$ cat config.mk
export PLATFORM = sky130hd
export DESIGN_NAME = abrc_interval
export DESIGN_NICKNAME = d
export VERILOG_FILES = /design/src/hw/rtl/abrc_pkg.sv /design/src/hw/rtl/abrc_interval.sv
export SDC_FILE = /design/constraint.sdc
export NUM_CORES = 1
export LEC_CHECK = 0
export BUFFER_PORTS_ARGS = -buffer_cell sky130_fd_sc_hd__buf_4
export CORE_AREA = 3 3 155 217
export CTS_CLUSTER_DIAMETER = 100
export DETAILED_ROUTE_END_ITERATION = 8
export DIE_AREA = 0 0 158 220
export HOLD_SLACK_MARGIN = 0.02
export PLACE_DENSITY = 0.78
export SLEW_MARGIN = 20
export SYNTH_ARGS = -nofsm -noshare
export SYNTH_HDL_FRONTEND = slang
export SYNTH_SLANG_ARGS = --single-unit
$ cat constraint.sdc
create_clock -name i_clk -period 14.96 [get_ports i_clk]
set_clock_uncertainty 0.15 [all_clocks]
set_input_delay 1.496 -clock i_clk [delete_from_list [all_inputs] [get_ports i_clk]]
set_output_delay 1.496 -clock i_clk [all_outputs]
set_load 0.02 [all_outputs]
$ cat src/hw/rtl/abrc_pkg.sv
// Shared types and constants of the adaptive binary range coder.
// Holds item structs, table write/read request structs and the coder constants.
// No dependencies.
`default_nettype none

package abrc_pkg;

    // Table geometry and probability precision
    localparam int CONTEXT_BITS    = 18;
    localparam int PROB_USE_BITS   = 9;
    localparam int PROB_STORE_BITS = 16;
    localparam int TABLE_DEPTH     = 1 << CONTEXT_BITS;

    // Fixed field widths
    localparam int CTX_IN_BITS = 18;
    localparam int WORD_BITS   = 16;
    localparam int IVL_BITS    = 32;

    // Probability adaptation: move 1/64 of the distance toward the bit
    localparam int ADAPT_SHIFT = 6;
    localparam logic [PROB_STORE_BITS:0] ADAPT_ROUND =
        (PROB_STORE_BITS + 1)'((1 << ADAPT_SHIFT) - 1);
    localparam logic [PROB_STORE_BITS:0] PROB_FULL =
        {1'b1, {PROB_STORE_BITS{1'b0}}};
    localparam logic [PROB_STORE_BITS-1:0] PROB_HALF =
        {1'b1, {(PROB_STORE_BITS - 1){1'b0}}};

    // Emitted word counts
    localparam logic [1:0] WC_NONE = 2'd0;
    localparam logic [1:0] WC_ONE  = 2'd1;
    localparam logic [1:0] WC_TWO  = 2'd2;

    typedef enum logic {
        MODE_BIT  = 1'b0,   // code one bit
        MODE_CTRL = 1'b1    // flush (encode) or prime (decode)
    } t_mode;

    typedef enum logic {
        DIR_DECODE = 1'b0,
        DIR_ENCODE = 1'b1
    } t_dir;

    typedef logic [CONTEXT_BITS-1:0] t_ctx;

    typedef struct packed {
        t_mode                  mode;
        logic [CTX_IN_BITS-1:0] context_req;
        logic                   bit_in;
        logic [WORD_BITS-1:0]   stream_word;
    } t_in_item;

    typedef struct packed {
        logic [1:0]           word_count;
        logic [WORD_BITS-1:0] first_word;
        logic [WORD_BITS-1:0] second_word;
        logic                 bit_out;
        logic                 word_taken;
    } t_out_item;

    typedef struct packed {
        logic en;
        t_ctx ctx;
    } t_prob_rd;

    typedef struct packed {
        logic                       en;
        t_ctx                       ctx;
        logic [PROB_STORE_BITS-1:0] data;
    } t_prob_wr;

endpackage

`default_nettype wire

$ cat src/hw/rtl/abrc_interval.sv
// Interval coder: low/range/code registers, renormalization, split multiply,
// bit decision and probability adaptation for the item in the coding stage.
// Depends on abrc_pkg.
`default_nettype none

module abrc_interval (
    input  wire                                   i_clk,
    input  wire                                   i_rst_n,
    input  wire                                   i_adv,
    input  abrc_pkg::t_in_item                    i_item,
    input  wire [abrc_pkg::PROB_STORE_BITS-1:0]   i_prob,
    input  abrc_pkg::t_dir                        i_dir,
    output abrc_pkg::t_out_item                   o_result,
    output logic [abrc_pkg::PROB_STORE_BITS-1:0]  o_prob_new
);
    import abrc_pkg::*;

    logic [IVL_BITS-1:0] r_low,   n_low;
    logic [IVL_BITS-1:0] r_range, n_range;
    logic [IVL_BITS-1:0] r_code,  n_code;

    logic                       renorm;
    logic [WORD_BITS-1:0]       low_inv_lo;
    logic [WORD_BITS-1:0]       rng_cap;
    logic [IVL_BITS-1:0]        low_r, range_r, code_r;
    logic [PROB_USE_BITS-1:0]   p_use;
    logic [PROB_USE_BITS:0]     p_adj;
    logic [IVL_BITS:0]          prod;
    logic [IVL_BITS-1:0]        r2, mid;
    logic                       bit_val;
    logic [PROB_STORE_BITS:0]   dec_w, inc_w;

    // Renormalization by one word when range has dropped below the split unit
    always_comb begin
        renorm     = (r_range[IVL_BITS-1:PROB_USE_BITS] == '0);
        low_inv_lo = ~r_low[WORD_BITS-1:0];
        // range is capped so that low + range cannot wrap
        rng_cap    = (r_range[WORD_BITS-1:0] > low_inv_lo) ? low_inv_lo
                                                           : r_range[WORD_BITS-1:0];
        low_r      = renorm ? {r_low[WORD_BITS-1:0], {WORD_BITS{1'b0}}} : r_low;
        range_r    = renorm ? {rng_cap, {WORD_BITS{1'b1}}} : r_range;
        code_r     = (renorm && (i_dir == DIR_DECODE))
                   ? {r_code[WORD_BITS-1:0], i_item.stream_word} : r_code;
    end

    // Split point: scaled range times the cut probability
    always_comb begin
        p_use   = i_prob[PROB_STORE_BITS-1 -: PROB_USE_BITS];
        p_adj   = {1'b0, p_use} + {{PROB_USE_BITS{1'b0}}, ~p_use[PROB_USE_BITS-1]};
        prod    = range_r[IVL_BITS-1:PROB_USE_BITS] * p_adj;
        r2      = prod[IVL_BITS-1:0];
        mid     = low_r + r2;
        bit_val = (i_dir == DIR_ENCODE) ? i_item.bit_in : (code_r >= mid);
    end

    // Probability moves toward the coded bit
    always_comb begin
        dec_w = ({1'b0, i_prob} + ADAPT_ROUND) >> ADAPT_SHIFT;
        inc_w = (PROB_FULL - {1'b0, i_prob}) >> ADAPT_SHIFT;
        o_prob_new = bit_val ? (i_prob - dec_w[PROB_STORE_BITS-1:0])
                             : (i_prob + inc_w[PROB_STORE_BITS-1:0]);
    end

    // Next interval state and result item
    always_comb begin
        n_low    = r_low;
        n_range  = r_range;
        n_code   = r_code;
        o_result = '0;
        unique case (i_item.mode)
            MODE_CTRL: begin
                n_low   = '0;
                n_range = '1;
                if (i_dir == DIR_ENCODE) begin
                    o_result.word_count  = WC_TWO;
                    o_result.first_word  = r_low[IVL_BITS-1:WORD_BITS];
                    o_result.second_word = r_low[WORD_BITS-1:0];
                    n_code               = '0;
                end else begin
                    o_result.word_taken = 1'b1;
                    n_code              = {r_code[WORD_BITS-1:0], i_item.stream_word};
                end
            end
            MODE_BIT: begin
                if (renorm) begin
                    if (i_dir == DIR_ENCODE) begin
                        o_result.word_count = WC_ONE;
                        o_result.first_word = r_low[IVL_BITS-1:WORD_BITS];
                    end else begin
                        o_result.word_taken = 1'b1;
                    end
                end
                n_code           = code_r;
                n_low            = bit_val ? mid : low_r;
                n_range          = bit_val ? (range_r - r2) : (r2 - 1'b1);
                o_result.bit_out = bit_val;
            end
            default: begin
                o_result = '0;
            end
        endcase
    end

    always_ff @(posedge i_clk) begin
        if (!i_rst_n) begin
            r_low   <= '0;
            r_range <= '1;
            r_code  <= '0;
        end else if (i_adv) begin
            r_low   <= n_low;
            r_range <= n_range;
            r_code  <= n_code;
        end
    end

    // A flush or prime item always restarts the interval
    a_ctrl_restart: assert property (@(posedge i_clk) disable iff (!i_rst_n)
        (i_adv && (i_item.mode == MODE_CTRL)) |=> ((r_range == '1) && (r_low == '0)))
        else $error("interval not restarted after control item");

endmodule

`default_nettype wire

==> impl_metrics.json <==
{
  "design_area_um2": 23000,
  "hp-class": "flip-flop to flip-flop",
  "gp_congestion": 0.964,
  "cpMostUsedCell": "fa_1",
  "drtAntennaViolNets": 0,
  "drive_above_1_share_pct": 25.0,
  "grt_start_max_net_pins": 46,
  "dp.cells": 3034,
  "start_util_pct": 57.7,
  "synth_ff_type": "dfxtp_1",
  "met1_usage_pct": 39.1,
  "first_pass_iters": 6,
  "cts-root-buf": "clkbuf_16",
  "cts.clk_slew.worst_paths_ns": 0.07,
  "synth_compound_area_share_pct": 19.4,
  "dieArea_um2": 34800,
  "num_vias": 19000,
  "final_nets": 3106,
  "htreeDepth": 3,
  "netlist_area_um2": 18300,
  "min_from": "r_low[29]",
  "portBuffers": 89,
  "synth-seq-cells": 96,
  "reg2regPathDepth": 56,
  "slowest_delay_ns": 0.53,
  "wl_per_cell_um": 20.5,
  "drv_slew": 0,
  "synth_xor_area_share_pct": 6.34,
  "grt_pass1_wl_um": 95100,
  "worstMarginPinSlew_ns": 0.912,
  "slowest_stage": "fa_1",
  "hold-path-cell-count": 1,
  "grt_util_met3_pct": 5.11,
  "ys_warn_count": 0,
  "reg2reg_setup_slack_ns": 2.63,
  "worstReg2RegStart": "r_low[1]",
  "start_kind": "input port",
  "crit_fanout": 16,
  "grt.busiest_layer": "met2",
  "worstSetupEndpointType": "output port",
  "min_period_over_period_pct": 99.2,
  "area_delta_synth_final_pct": 26.0,
  "yosysSeqAreaShare_pct": 10.5,
  "drc_errors": 0,
  "synth_top_family_by_area": "adder cells",
  "antenna_found_initial": 2,
  "grt_pass1_vias": 18700,
  "die_h_um": 220,
  "async_flop_share_pct": 0,
  "cts_buffer_depth": 2,
  "rsz0062_at_grt": "true",
  "drv_cap": 0,
  "crit_required_ns": 13.31,
  "cts.sinks": 96,
  "status": "completed",
  "synth_area_per_cell_um2": 7.73,
  "hold_path_end": "r_low[29]",
  "hpwl_um": 49500,
  "max_freq_ghz": 0.0674,
  "synth_mux_area_share_pct": 3.33,
  "gr-total-overflow": 0,
  "synthAdderAreaFrac_pct": 31.8,
  "std_cell_rows": 77,
  "fin_cells": 3086,
  "grt_use_met2_pct": 59.9,
  "yosys.cell_types.count": 92,
  "coreArea_um2": 31700,
  "drtIter0Drc": 1482,
  "synthSimpleGateAreaFrac_pct": 21.0,
  "syn_nets": 2785,
  "grt_use_total_pct": 34.6,
  "fp.dieW_um": 158,
  "finalSetupViolations": 0,
  "drt-total-wl_um": 63100,
  "worstSetupPathType": "input port to output port",
  "relSlewSlack_pct": 39.0,
  "vias_per_cell": 6.15,
  "final_util_pct": 72.7,
  "cp.arrival_ns": 13.20,
  "finalHoldViolCount": 0,
  "clkLatencyLatePin_ns": 0.37,
  "r2r_end": "r_low[13]",
  "top_level_ports": 108,
  "synth_edf_count": 0,
  "synthCells": 2365,
  "finalWorstPathRequiredPeriod_ns": 14.85,
  "cts_tree": "yes",
  "cts_buffers": 9,
  "dpl_cell_area_um2": 21500
}
## logic make-up (layout without fill, tap and decap cells)
kind of cell / count (synthesis) / count (layout)
buffers and inverters: 369 / 694
AOI/OAI and AO/OA: 537 / 537
xor gates and xnor gates: 130 / 130
DFF: 96 / 96
and+or+nand+nor: 814 / 814
other: 0 / 1
adders and majority gates: 364 / 364
muxes: 55 / 55
## stage by stage
| stage | hold slack (ns) | worst slack, ns | TNS, ns |
|---|---|---|---|
| final | 0.354 | 0.113 | 0 |
| after detailed placement | 0.340 | -0.404 | -1.37 |
| after global routing | 0.388 | -0.398 | -1.47 |
| after floorplan | 0.296 | 0.0440 | 0 |
| after global placement | 0.331 | -0.230 | -0.594 |
| after CTS | 0.355 | 0.00213 | 0 |
## worst max-delay path, delay by kind of cell
| family | cells | cell delay, ns |
|---|---|---|
| AND/OR/NAND/NOR | 16 | 2.52 |
| XOR/XNOR | 3 | 0.57 |
| buffers and inverters | 10 | 1.23 |
| adder cells (fa/ha/maj) | 11 | 3.99 |
| AO/OA/AOI/OAI | 20 | 3.33 |
## metal layers
metal	vias to the layer above	wire length [µm]
met5	-	13
met4	2	5000
met3	267	4430
met2	904	31000
met1	9109	22700
li1	8699	-
## final cells by class
| cell class | instances | area [µm²] |
|---|---|---|
| clock inverter | 5 | 57.6 |
| tap | 395 | 494 |
| inverter | 274 | 1040 |
| clock buffer | 10 | 239 |
| multi-input combinational | 1900 | 16100 |
| antenna | 1 | 2.50 |
| sequential | 96 | 1930 |
| fill | 2402 | 8650 |
| timing repair buffer | 405 | 3150 |
## Yosys cell counts (all sizes together), types with 13 or more instances
cell type  count  area share [%]
o22ai         19            0.65
nand3         39             1.1
mux2          46             2.8
nor3          36            0.99
and2          47             1.6
xnor2         77             3.7
nand2        265             5.4
nor2         259             5.3
ha           196              13
nor4          18            0.65
o21a          29             1.2
and3          25            0.86
fa           168              18
nand2b        17            0.58
xor2          52             2.5
nor2b         32             1.1
o21ai        106             2.9
dfxtp         96              11
inv          265             5.4
nand4         19            0.68
or3           13            0.44
a21oi        145             4.0
a21o          58             2.4
a22oi         37             1.5
clkbuf        86             1.8
o21bai        13            0.53
## placed cells by master (no fill, tap or decap), types with 9 or more instances in the layout
cell       instances
a21oi_2           16
clkbuf_16          9
o21ai_2           10
nand3_1           33
o211ai_1          10
a22oi_1           36
nor3_1            31
mux2_2            46
a2bb2oi_1         10
buf_4            384
buf_6             18
o21ai_0           76
nand4_1           18
inv_1            245
o2bb2ai_1         10
o21ai_1           18
xnor2_1           68
inv_2             16
a21oi_1          115
nand2_1          256
or3_1             12
and3_1            24
nor2_1           243
o22ai_1           19
o21bai_1          12
o21a_1            29
ha_1             174
nor2b_1           30
xor2_1            47
a21oi_4           14
and2_1            43
a31oi_1           10
nor4_1            14
fa_1             160
a21o_1            58
ha_4              21
dfxtp_1           92
nand2b_1          16
## repair_timing
item                                    4_1_cts  5_1_grt
endpoints found under the setup margin        8       10
setup buffers                                 6       32
hold buffers                                  0        0
endpoints found under the hold margin         0        0
resized for setup                            55      163
pin swaps                                    24      129
## worst max-delay path by stage
stage                from        endpoint  cells past startpoint  slack (ns)
2_1_floorplan  i_prob[15]  o_prob_new[15]                     62        0.04
3_3_place_gp   i_prob[15]  o_prob_new[15]                     59       -0.23
3_5_place_dp   i_prob[15]  o_prob_new[15]                     58       -0.40
4_1_cts          r_low[5]  o_prob_new[14]                     66       0.002
5_1_grt          r_low[1]  o_prob_new[14]                     64       -0.40
6_report        i_prob[7]  o_prob_new[14]                     60        0.11
## flip-flops by register name, summed over array words and instances, names as in the netlist
name     cells
r_low       32
r_code      32
r_range     32
Power is left out: the tool's default activity adds up to more than one toggle a clock period on the data nets, which glitch-free logic cannot reach.
